==> config.mk <==
export PLATFORM = sky130hd
export DESIGN_NAME = amex_div
export DESIGN_NICKNAME = d
export VERILOG_FILES = /design/src/hw/rtl/amex_pkg.sv /design/src/hw/rtl/amex_div.sv
export SDC_FILE = /design/constraint.sdc
export NUM_CORES = 1
export LEC_CHECK = 0
export BUFFER_PORTS_ARGS = -buffer_cell sky130_fd_sc_hd__buf_2
export CORE_MARGIN = 5
export CORE_UTILIZATION = 30
export DETAILED_ROUTE_END_ITERATION = 10
export GPL_TIMING_DRIVEN = 0
export PLACE_DENSITY = 0.51
export SLEW_MARGIN = 0
export SYNTH_ARGS = -nofsm -noshare
export SYNTH_HDL_FRONTEND = slang
export SYNTH_SLANG_ARGS = --single-unit
==> constraint.sdc <==
create_clock -name clock -period 5.6 [get_ports clock]
set_clock_uncertainty 0.15 [all_clocks]
set_input_delay 0.28 -clock clock [delete_from_list [all_inputs] [get_ports clock]]
set_output_delay 0.28 -clock clock [all_outputs]
set_load 0.02 [all_outputs]
==> src/hw/rtl/amex_pkg.sv <==
`timescale 1ns / 1ps
// ----------------------------------------------------------------------------
// amex_pkg
// shared types and constants of the decimal accumulator machine executor
// ----------------------------------------------------------------------------
package amex_pkg;

   localparam int unsigned DATA_W  = 32;
   localparam int unsigned ADDR_W  = 7;
   localparam int unsigned COUNT_W = 16;
   localparam int unsigned ERR_W   = 2;
   localparam int unsigned OP_W    = 6;

   // opcodes
   localparam logic [OP_W-1:0] OP_READ   = 6'd10;
   localparam logic [OP_W-1:0] OP_WRITE  = 6'd11;
   localparam logic [OP_W-1:0] OP_LOAD   = 6'd20;
   localparam logic [OP_W-1:0] OP_STORE  = 6'd21;
   localparam logic [OP_W-1:0] OP_ADD    = 6'd30;
   localparam logic [OP_W-1:0] OP_SUB    = 6'd31;
   localparam logic [OP_W-1:0] OP_DIV    = 6'd32;
   localparam logic [OP_W-1:0] OP_MUL    = 6'd33;
   localparam logic [OP_W-1:0] OP_BR     = 6'd40;
   localparam logic [OP_W-1:0] OP_BRNEG  = 6'd41;
   localparam logic [OP_W-1:0] OP_BRZERO = 6'd42;
   localparam logic [OP_W-1:0] OP_HALT   = 6'd43;

   // error codes
   localparam logic [ERR_W-1:0] ERR_NONE    = 2'd0;
   localparam logic [ERR_W-1:0] ERR_DIVZERO = 2'd1;
   localparam logic [ERR_W-1:0] ERR_UNKNOWN = 2'd2;

   // decimal split of an instruction word by reciprocal multiply
   localparam int unsigned DEC_W     = 13;
   localparam int unsigned PROD_W    = 2 * DEC_W;
   localparam int unsigned DEC_SHIFT = 19;
   localparam logic [DEC_W-1:0] DEC_MUL    = 13'd5243;
   localparam logic [DEC_W-1:0] DEC_RADIX  = 13'd100;
   localparam logic [DATA_W-1:0] WORD_MIN   = 32'd1000;
   localparam logic [DATA_W-1:0] WORD_LIMIT = 32'd4400;

   typedef struct packed {
      logic                     func;
      logic [ADDR_W-1:0]        address;
      logic signed [DATA_W-1:0] value;
   } req_type;

   typedef struct packed {
      logic signed [DATA_W-1:0] out_value;
      logic                     out_valid;
      logic                     halted;
      logic [ERR_W-1:0]         error_code;
      logic signed [DATA_W-1:0] acc_value;
      logic [ADDR_W-1:0]        pc_value;
      logic [COUNT_W-1:0]       executed_count;
   } rsp_type;

endpackage

==> src/hw/rtl/amex_div.sv <==
`timescale 1ns / 1ps
// ----------------------------------------------------------------------------
// amex_div
// iterative signed divider, truncating, one quotient bit per cycle
// ----------------------------------------------------------------------------
module amex_div (
   input  logic                               clock,
   input  logic                               reset,
   input  logic                               start,
   input  logic signed [amex_pkg::DATA_W-1:0] dividend,
   input  logic signed [amex_pkg::DATA_W-1:0] divisor,
   output logic                               done,
   output logic signed [amex_pkg::DATA_W-1:0] quotient
);

   localparam int unsigned W     = amex_pkg::DATA_W;
   localparam int unsigned CNT_W = $clog2(W);
   localparam logic [CNT_W-1:0] CNT_LAST = CNT_W'(W - 1);

   logic             busy_ff;
   logic             done_ff;
   logic [CNT_W-1:0] cnt_ff;
   logic [W-1:0]     rem_ff;
   logic [W-1:0]     quo_ff;
   logic [W-1:0]     dvs_ff;
   logic             neg_ff;
   logic [W-1:0]     quotient_ff;

   logic [W:0]   rem_shift;
   logic [W:0]   diff;
   logic         fits;
   logic [W-1:0] rem_in;
   logic [W-1:0] quo_in;

   always_comb begin
      rem_shift = {rem_ff, quo_ff[W-1]};
      diff      = rem_shift - {1'b0, dvs_ff};
      fits      = !diff[W];
      rem_in    = fits ? diff[W-1:0] : rem_shift[W-1:0];
      quo_in    = {quo_ff[W-2:0], fits};
   end

   always_ff @(posedge clock) begin
      if (reset) begin
         busy_ff <= 1'b0;
         done_ff <= 1'b0;
         cnt_ff  <= '0;
      end else begin
         done_ff <= 1'b0;
         if (start) begin
            busy_ff <= 1'b1;
            cnt_ff  <= '0;
         end else if (busy_ff) begin
            cnt_ff <= cnt_ff + CNT_W'(1);
            if (cnt_ff == CNT_LAST) begin
               busy_ff <= 1'b0;
               done_ff <= 1'b1;
            end
         end
      end
   end

   always_ff @(posedge clock) begin
      if (start) begin
         rem_ff <= '0;
         quo_ff <= dividend[W-1] ? (W'(0) - W'(dividend)) : W'(dividend);
         dvs_ff <= divisor[W-1] ? (W'(0) - W'(divisor)) : W'(divisor);
         neg_ff <= dividend[W-1] ^ divisor[W-1];
      end else if (busy_ff) begin
         rem_ff <= rem_in;
         quo_ff <= quo_in;
         if (cnt_ff == CNT_LAST) begin
            quotient_ff <= neg_ff ? (W'(0) - quo_in) : quo_in;
         end
      end
   end

   assign done     = done_ff;
   assign quotient = quotient_ff;

endmodule

==> impl_metrics.yaml, run 1 <==
clocking:
  cts.path.max_buffers: 2
  clock-sinks: 136
  tritoncts: "yes"
  htree_levels: 4
  clkLatencyLatePin_ps: 430
  postCtsSetupBuffers: 0
  clkTransAtPathRegs_ps: 60
  cts_root_buf: "clkbuf_16"
  numCtsBuffers: 17
global_routing:
  grt_pass1_vias: 7092
  grt_overflow_total: 0
  grt_max_degree: 35
  antenna_found_initial: 1
  track_usage_pct: 14.7
  grt_pass1_wl_mm: 37.3
timing:
  final.period_utilization_pct: 89.3
  max_freq_ghz: 0.200
  slew_headroom_pct: 47.7
  layout_setup_ws_ps: 600
  tightest_slew_ps: 784
  period_minus_slack_ps: 5000
  setup_viol: 0
  final_max_slew_viol_count: 0
  rsz0062_at_grt: "no"
  finalHoldViolations: 0
  setup-tns-final_ps: 0
die:
  rows: 62
  die-area_um2: 32100
  ios: 100
  coreArea_um2: 28500
  die_h_um: 179
  die_w_um: 179
  start_util_pct: 30.1
routing:
  num_vias: 7147
  postRouteAntennaNets: 0
  drt_first_pass_iters: 5
  drtIter0Drc: 549
  via_per_inst: 4.97
  drc_errors: 0
  drt-wirelength-per-cell_um: 16.2
  drt-total-wl_mm: 23.3
yosys:
  yosysTopAreaCell: "edfxtp_1"
  synth_ff_type: "edfxtp_1"
  synth-edff-count: 97
  ys_ff_latch: 136
  ys_async_sr_fraction_pct: 0
  synth_nets: 1020
  syn_area_per_cell_um2: 9.38
  synth_top_cell_area_share_pct: 33.9
  yosysWarningCount: 0
  yosysSeqAreaShare_pct: 43.0
  synth_area_um2: 8580
  ys_top_cells_by_area: "edfxtp_1 34%, dfxtp_1 9.1%, xnor2_1 7.6%, ha_1 5.4%, xor2_1 4.5%"
  ys_types: 60
  synth_cells: 915
final_layout:
  layoutNonFillerInstCount: 1438
  post_route_cells_drive_above_1_share_pct: 14.1
  layout.nets: 1145
  area_growth_pct: 19.8
  fill_cells: 2928
pwr:
  ir_drop_mv: 0.194
  comb_power_share_pct: 23.8
  switching_share_pct: 31.2
  p_int_mw: 2.16
  finalPower_mw: 3.13
  switchingPower_uw: 977
  power_density_nw_per_um2: 305
  p_seq_share_pct: 39.9
  p_leak_nw: 3.84
  p_clk_share_pct: 36.3
placed_design:
  hpwl_mm: 17.7
  gp_congestion: 0.851
  dp_cells: 1399
  port_buffers: 99
  dp_slack_ps: 93.8
run_status:
  status: "finished, final reports clean"
worst_setup_path:
  cp_max_fo: 15
  critPathArrivalTime_ps: 5020
  cp-end-kind: "flop"
  cp.required_ps: 5620
  worstSetupPathType: "flop to flop"
  start_kind: "flop"
flow_run:
  maxCapViolations: 0
min_path:
  hold_class: "input pin to flop"
==> cells in the mapped netlist (all sizes together) (3+ instances only) <==
library cell,number
and3,4
edfxtp,97
xor2,44
nand2b,15
o211ai,5
dfxtp,39
o21ai,49
or3,12
a311oi,25
nand4,8
nand2,96
o21a,5
nor2,84
nand3,12
or2,6
a21o,7
ha,37
or4,16
mux2i,6
buf,8
o31ai,28
o22ai,5
nand3b,3
xnor2,74
clkbuf,33
nor2b,7
a31oi,7
o41ai,22
nor3,15
inv,51
a21oi,64
nor4,6
==> final timing paths <==
path / startpoint / slack (ps) / end / cells past startpoint
setup / recovery: dvs_ff[0] / 600 / quotient[20] / 14
hold / removal: divisor[12] / 20 / dvs_ff[12] / 2
setup reg to reg: dvs_ff[0] / 600 / quotient[20] / 14
hold reg to reg: rem_ff[28] / 360 / rem_ff[29] / 2
==> routing by layer <==
layer  up-vias  part of all wire [%]  wire length, µm  track usage (%)
li1       3605                     -                -                -
met1      3321                    47            11100             20.1
met2       199                    46            10600             24.0
met3        22                   5.7             1340             3.31
met4         0                   1.3              300             3.14
met5         -                     0                0                0
==> cells by family (layout without fill, tap and decap cells) <==
kind of cell	count (synthesis)	after routing	synth area share, %
compound gates	235	235	18.2
simple gates	289	289	16.3
buf+inv	92	230	4.04
mux	7	7	0.831
fa+ha+maj	38	38	5.63
flops	136	136	43.0
xor+xnor	118	118	12.0
other cells	0	1	0
==> area by class of cell <==
type	count	area (µm²)	share of cell area, %
Antenna cell	1	2.50	0.0243
Buffer	40	151	1.47
Clock buffer	23	533	5.18
Clock inverter	9	72.6	0.706
Inverter	51	195	1.90
Multi-Input combinational cell	687	4550	44.3
Sequential cell	136	3690	35.9
Tap cell	384	480	4.67
Timing Repair Buffer	107	603	5.86
==> flip-flops by register name (all words and copies together) (netlist names) <==
signal,flops
quo_ff,32
cnt_ff,5
rem_ff,32
neg_ff,1
busy_ff,1
dvs_ff,32
quotient,32
done,1
==> cell usage in the layout (no fill, tap or decap), types with 21 or more instances in the layout <==
| cell type | n |
|---|---|
| xnor2_1 | 74 |
| clkbuf_1 | 35 |
| o31ai_1 | 27 |
| a311oi_1 | 25 |
| clkbuf_16 | 21 |
| buf_2 | 100 |
| xor2_1 | 44 |
| edfxtp_1 | 97 |
| a21oi_1 | 64 |
| o41ai_1 | 21 |
| nand2_1 | 96 |
| o21ai_0 | 48 |
| ha_1 | 37 |
| inv_1 | 49 |
| dfxtp_1 | 39 |
| nor2_1 | 83 |
==> power by group through the flow <==
stage          Sequential, mW  Clock [mW]  Combinational (mW)
6_report                 1.25        1.14               0.746
5_1_grt                  1.26        1.20               0.839
4_1_cts                  1.25        1.16               0.742
3_5_place_dp             1.27           0               0.734
3_3_place_gp             1.27           0               0.732
2_1_floorplan            1.25           0               0.529
==> critical path, cell delays in order, from the launching register on <==
cell and delay [ps]:
edfxtp_1 430, ha_1 230, fa_1 380, nand2b_1 200, a21oi_1 310, o221ai_1 310
o21ai_2 340, a211oi_1 130, o31ai_1 450, xor2_1 210, clkinvlp_4 300, ha_1 350
nand4_1 400, o31ai_1 450, xnor2_1 100
==> per-stage QoR <==
stage / hold WS, ps / util (%) / instance area (µm²)
after global routing: 8.63 / 36.1 / 10300
after floorplan: 202 / - / 8580
after global placement: 347 / 33.6 / 9560
after detailed placement: 355 / 33.7 / 9590
final: 23.8 / 36.1 / 10300
after CTS: 3.27 / 36.0 / 10200
==> what timing repair did <==
item                                    4_1_cts  5_1_grt
endpoints found under the hold margin        11        1
hold buffers                                  5        1
resized for setup                             0        2
endpoints found under the setup margin        0       10
No activity file was read; power rests on OpenSTA's default activity.
==> inputs of run 2 (changes only) <==
--- a/config.mk
+++ b/config.mk
@@ -6,11 +6,14 @@
 export NUM_CORES = 1
 export LEC_CHECK = 0
 export BUFFER_PORTS_ARGS = -buffer_cell sky130_fd_sc_hd__buf_2
+export CELL_PAD_IN_SITES_DETAIL_PLACEMENT = 1
+export CELL_PAD_IN_SITES_GLOBAL_PLACEMENT = 1
+export CORE_ASPECT_RATIO = 1.1
 export CORE_MARGIN = 5
 export CORE_UTILIZATION = 30
 export DETAILED_ROUTE_END_ITERATION = 10
 export GPL_TIMING_DRIVEN = 0
-export PLACE_DENSITY = 0.51
+export PLACE_DENSITY = 0.61
 export SLEW_MARGIN = 0
 export SYNTH_ARGS = -nofsm -noshare
 export SYNTH_HDL_FRONTEND = slang
==> run 2 against run 1 <==
Via count rose by 0.60%. Critical path depth is the same. Maximum frequency fell by 4.3%. Global-route usage rose by 0.61 points. Clock power is essentially flat. Worst hold slack lost 7.5 ps. Combinational power rose by 0.9%. Die area barely moved. Non-clock buffer count decreased by 4. Utilization fell by 0.24 points. Critical endpoint is now quotient[18]. First-iteration DRC count fell by 30%. Largest cell class unchanged. Design area is 0.67% lower.
==> impl_metrics.yaml, run 2 (same netlist as run 1, synthesis figures left out) <==
die:
  coreArea_um2: 28500
  start_util_pct: 30.1
  die_w_um: 171
  ios: 100
  rows: 65
  die-area_um2: 32100
  die_h_um: 187
global_routing:
  top_usage_layer: "met2"
  grtUsageMet3_pct: 2.20
  track_usage_pct: 15.3
  grt_pass1_wl_mm: 39.4
  grt_overflow_total: 0
  use_met1_pct: 20.5
  grt_max_degree: 35
  antenna_found_initial: 0
  grtUsageMet2_pct: 26.3
  grt_pass1_vias: 7519
worst_setup_path:
  crit_end: "quotient[18]"
  cpLargestDelayFamily: "compound AO/OA/AOI/OAI gates"
  regToRegEndpoint: "quotient[18]"
  max_stage_delay_ps: 480
  path_buf_inv: 1
  rrSetupSlack_ps: 370
  cp-startpoint: "dvs_ff[0]"
  worstSetupPathType: "flop to flop"
  path_depth: 14
  r2r-start: "dvs_ff[0]"
  cp_max_fo: 15
  path_cells: "ha_1 > fa_1 > nand2b_1 > a21oi_1 > o221ai_1 > o21ai_2 > a211oi_1 > o31ai_1 > xor2_1 > inv_1 > ha_1 > nand4_1 > o31ai_1 > xnor2_1"
  cp-end-kind: "flop"
  start_kind: "flop"
  cp.required_ps: 5620
  critPathArrivalTime_ps: 5250
  reg2regPathDepth: 14
  crit_slowest_cell: "o31ai_1"
final_layout:
  postLayoutCoreUtil_pct: 35.9
  area_growth_pct: 19.0
  fin_area_um2: 10200
  mostFrequentLayoutCells: "100 x buf_2, 97 x edfxtp_1, 96 x nand2_1, 83 x nor2_1, 74 x xnor2_1"
  layout.nets: 1141
  layout.cells.most_common: "buf_2"
  post_route_cells_drive_above_1_share_pct: 14.2
  layoutNonFillerInstCount: 1417
  n_antenna_cell: 0
clocking:
  cts.path.max_buffers: 2
  clkLatencyLatePin_ps: 430
  clock-sinks: 136
  postCtsSetupBuffers: 0
  numCtsBuffers: 17
  clkTransAtPathRegs_ps: 70
  htree_levels: 4
  cts_root_buf: "clkbuf_16"
  tritoncts: "yes"
routing:
  postRouteAntennaNets: 0
  drc_errors: 0
  num_vias: 7190
  drt-total-wl_mm: 25.0
  drt_first_pass_iters: 4
  drtIter0Drc: 382
  drt-wirelength-per-cell_um: 17.6
  via_per_inst: 5.07
timing:
  period_minus_slack_ps: 5230
  hold_slack_ps: 16.3
  tightest_slew_ps: 786
  setup-tns-final_ps: 0
  final_max_slew_viol_count: 0
  max_freq_ghz: 0.191
  finalHoldViolations: 0
  layout_setup_ws_ps: 374
  rsz0062_at_grt: "no"
  final.period_utilization_pct: 93.3
  setup_viol: 0
  slew_headroom_pct: 47.6
placed_design:
  port_buffers: 99
  hpwl_mm: 19.4
  gp_congestion: 0.826
  placed_cell_area_um2: 9570
  dp_cells: 1383
  dp_slack_ps: -72.9
run_status:
  status: "finished, final reports clean"
min_path:
  hold_class: "input pin to flop"
flow_run:
  maxCapViolations: 0
pwr:
  p_leak_nw: 3.82
  finalPower_mw: 3.16
  power_density_nw_per_um2: 309
  ir_drop_mv: 0.152
## run 2: changes by cell type in the layout (fill, tap and decap cells not counted), moves of 2 or more
cell	delta
bufinv_16	+3
clkbuf_1	-2
clkbuf_16	-4
clkinv_2	+3
dlygate4sd3_1	-4
inv_6	-2
## run 2: how the worst min path moves through the flow
stage	cells after the start	to	start
global placement	2	rem_ff[16]	rem_ff[15]
finish	2	dvs_ff[20]	divisor[20]
global route	2	dvs_ff[31]	divisor[30]
CTS	2	dvs_ff[20]	divisor[20]
detailed placement	2	rem_ff[16]	rem_ff[15]
floorplan	1	busy_ff	reset
## run 2: cell type report
type / count / area, µm²
Fill cell: 3352 / 18200
Multi-Input combinational cell: 687 / 4550
Sequential cell: 136 / 3690
Timing Repair Buffer: 103 / 563
Tap cell: 368 / 460
Clock buffer: 17 / 425
Inverter: 51 / 191
Clock inverter: 15 / 178
Buffer: 40 / 151
## run 2: power by group
group / total, mW / switching [mW] / leakage, nW / internal (mW)
Clock: 1.16 / 0.458 / 0.293 / 0.701
Sequential: 1.25 / 0.0651 / 1.25 / 1.18
Combinational: 0.753 / 0.462 / 2.28 / 0.291
Total: 3.16 / 0.985 / 3.82 / 2.18
## run 2: what timing repair did
item	4_1_cts	5_1_grt
resized for setup	1	0
hold endpoints to repair	7	0
cloned	0	0
hold buffers	2	0
setup endpoints to repair	8	8
## run 2: metal layers
metal  wire (µm)  vias to the layer above
li1            -                     3592
met1       11600                     3446
met2       12200                      137
met3         997                       15
met4         179                        0
met5           0                        -
==> inputs of run 3 (changes only) <==
--- a/config.mk
+++ b/config.mk
@@ -5,6 +5,7 @@
 export SDC_FILE = /design/constraint.sdc
 export NUM_CORES = 1
 export LEC_CHECK = 0
+export ABC_AREA = 1
 export BUFFER_PORTS_ARGS = -buffer_cell sky130_fd_sc_hd__buf_2
 export CELL_PAD_IN_SITES_DETAIL_PLACEMENT = 1
 export CELL_PAD_IN_SITES_GLOBAL_PLACEMENT = 1
@@ -13,7 +14,7 @@
 export CORE_UTILIZATION = 30
 export DETAILED_ROUTE_END_ITERATION = 10
 export GPL_TIMING_DRIVEN = 0
-export PLACE_DENSITY = 0.61
+export PLACE_DENSITY = 0.63
 export SLEW_MARGIN = 0
 export SYNTH_ARGS = -nofsm -noshare
 export SYNTH_HDL_FRONTEND = slang
==> run 3 against run 2 <==
Design area rose by 8.7%. Sequential share of layout area fell by 2.9 points. Power fell by 11%. Critical path depth rose by 10. Combinational power fell by 39%. Routed wire length rose by 23%. Highest routed layer is now met5.
==> impl_metrics.yaml, run 3 <==
pwr:
  p_int_mw: 2.01
  ir_drop_mv: 0.187
  p_clk_share_pct: 40.8
  switchingPower_uw: 797
  p_leak_nw: 4.97
  switching_share_pct: 28.4
  comb_power_share_pct: 16.5
  p_seq_share_pct: 42.7
  power_density_nw_per_um2: 253
timing:
  rsz0062_at_grt: "no"
  setup_viol: 0
  slew_headroom_pct: 41.8
  finalHoldViolations: 0
  period_minus_slack_ps: 4540
  final_max_slew_viol_count: 0
  setup-tns-final_ps: 0
  final.period_utilization_pct: 81.1
  layout_setup_ws_ps: 1060
  max_freq_ghz: 0.220
  tightest_slew_ps: 872
clocking:
  numCtsBuffers: 17
  cts.path.max_buffers: 2
  clock-sinks: 136
  clkTransAtPathRegs_ps: 60
  clkLatencyLatePin_ps: 430
  postCtsSetupBuffers: 0
  cts_root_buf: "clkbuf_16"
  tritoncts: "yes"
  postCtsResizedCells: 0
  htree_levels: 4
  ctsHoldBuffers: 2
worst_setup_path:
  cp.required_ps: 5620
  start_kind: "flop"
  critPathArrivalTime_ps: 4560
  worstSetupPathType: "flop to flop"
  cp_max_fo: 10
  cp-end-kind: "flop"
die:
  coreArea_um2: 31200
  die_h_um: 196
  ios: 100
  die-area_um2: 35100
  die_w_um: 179
  rows: 68
  start_util_pct: 30.2
routing:
  drc_errors: 0
  num_vias: 8565
  drtIter0Drc: 310
  drt-wirelength-per-cell_um: 17.1
  drt-total-wl_mm: 30.6
  drt_first_pass_iters: 5
  postRouteAntennaNets: 0
  via_per_inst: 4.79
yosys:
  synth_common_cells: "297 x nand2_1, 155 x inv_1, 139 x nor2_1, 97 x edfxtp_1, 66 x xor2_1"
  synth_cells: 1233
  synth_top_cell_area_share_pct: 30.9
  ys_types: 51
  ys_top_cells_by_area: "edfxtp_1 31%, nand2_1 12%, dfxtp_1 8.3%, inv_1 6.2%, xor2_1 6.1%"
  syn_area_per_cell_um2: 7.64
  yosysSeqAreaShare_pct: 39.2
  synth_nets: 1338
  yosysTopAreaCell: "edfxtp_1"
  yosysWarningCount: 0
  synth_area_um2: 9430
  synth_ff_type: "edfxtp_1"
  ys_async_sr_fraction_pct: 0
  synth_most_common_cell: "nand2_1"
  ys_ff_latch: 136
  synth-edff-count: 97
placed_design:
  dp_cells: 1754
  dp_slack_ps: 1070
  hpwl_mm: 25.0
  port_buffers: 99
  placed_cell_area_um2: 10500
  gp_congestion: 0.892
global_routing:
  track_usage_pct: 17.9
  antenna_found_initial: 4
  grt_max_degree: 37
  grt_overflow_total: 0
  grt_pass1_wl_mm: 49.0
  grt_pass1_vias: 9229
final_layout:
  fin_area_um2: 11100
  n_antenna_cell: 0
  post_route_cells_drive_above_1_share_pct: 12.9
  layout.nets: 1460
  mostFrequentLayoutCells: "297 x nand2_1, 155 x inv_1, 138 x nor2_1, 101 x buf_2, 97 x edfxtp_1"
  area_growth_pct: 17.9
  layoutNonFillerInstCount: 1788
  layout.cells.most_common: "nand2_1"
  postLayoutCoreUtil_pct: 35.6
min_path:
  hold_class: "input pin to flop"
run_status:
  status: "finished, final reports clean"
flow_run:
  maxCapViolations: 0
## run 3: cell families after synthesis
kind of cell	share of synthesized area [%]
AOI/OAI and AO/OA	11.9
xor gates and xnor gates	9.11
adders and majority gates	5.12
buffers and inverters	7.91
DFF	39.2
and+or+nand+nor	26.8
## run 3: power groups by stage
stage               clock (mW)  combinational (mW)  sequential (mW)
floorplan                    0               0.308             1.21
global placement             0               0.453             1.22
detailed placement           0               0.468             1.22
CTS                       1.17               0.472             1.20
global route              1.21               0.524             1.21
finish                    1.15               0.463             1.20
## run 3: layout make-up
type | instances | area, µm²
fill | 3846 | 20100
multi-input combinational | 910 | 4990
sequential | 136 | 3690
inverter | 156 | 586
timing repair buffer | 103 | 563
tap | 420 | 526
clock buffer | 19 | 433
buffer | 31 | 160
clock inverter | 13 | 154
## run 3: through the flow
stage                     hold slack (ps)  power [mW]
final                                28.8        2.81
after global placement                308        1.67
after global routing                 21.1        2.94
after floorplan                       207        1.51
after detailed placement              315        1.69
after CTS                            9.97        2.84
## run 3: critical path, stage by stage (launching register included)
cell,delay (ps)
edfxtp_1,350
inv_1,50
ha_1,230
fa_1,410
inv_1,80
nand2_1,50
nand2_1,80
nand3_1,90
nand2_1,200
nand2_1,100
nand2_2,170
nand2_4,100
nand2_4,80
nand2_4,60
nand2_8,110
buf_4,220
ha_1,210
nand4_1,130
nor2_1,240
nand4_1,190
nor2_1,300
nor2_1,130
a21oi_2,200
o21ai_0,140
xor2_1,180
## run 3: final timing paths
path / cells after the start / from / slack [ps] / to
setup / recovery: 24 / quo_ff[31] / 1060 / quotient[26]
hold / removal: 3 / dividend[0] / 30 / quo_ff[0]
hold reg to reg: 2 / rem_ff[6] / 320 / rem_ff[6]
setup reg to reg: 24 / quo_ff[31] / 1060 / quotient[26]
## run 3: routing by layer
layer / up-vias / global-route usage [%] / wire length [µm]
li1: 4298 / - / -
met1: 4118 / 20.1 / 12600
met2: 104 / 34.6 / 16700
met3: 37 / 3.01 / 806
met4: 8 / 4.46 / 483
met5: - / 0 / 62
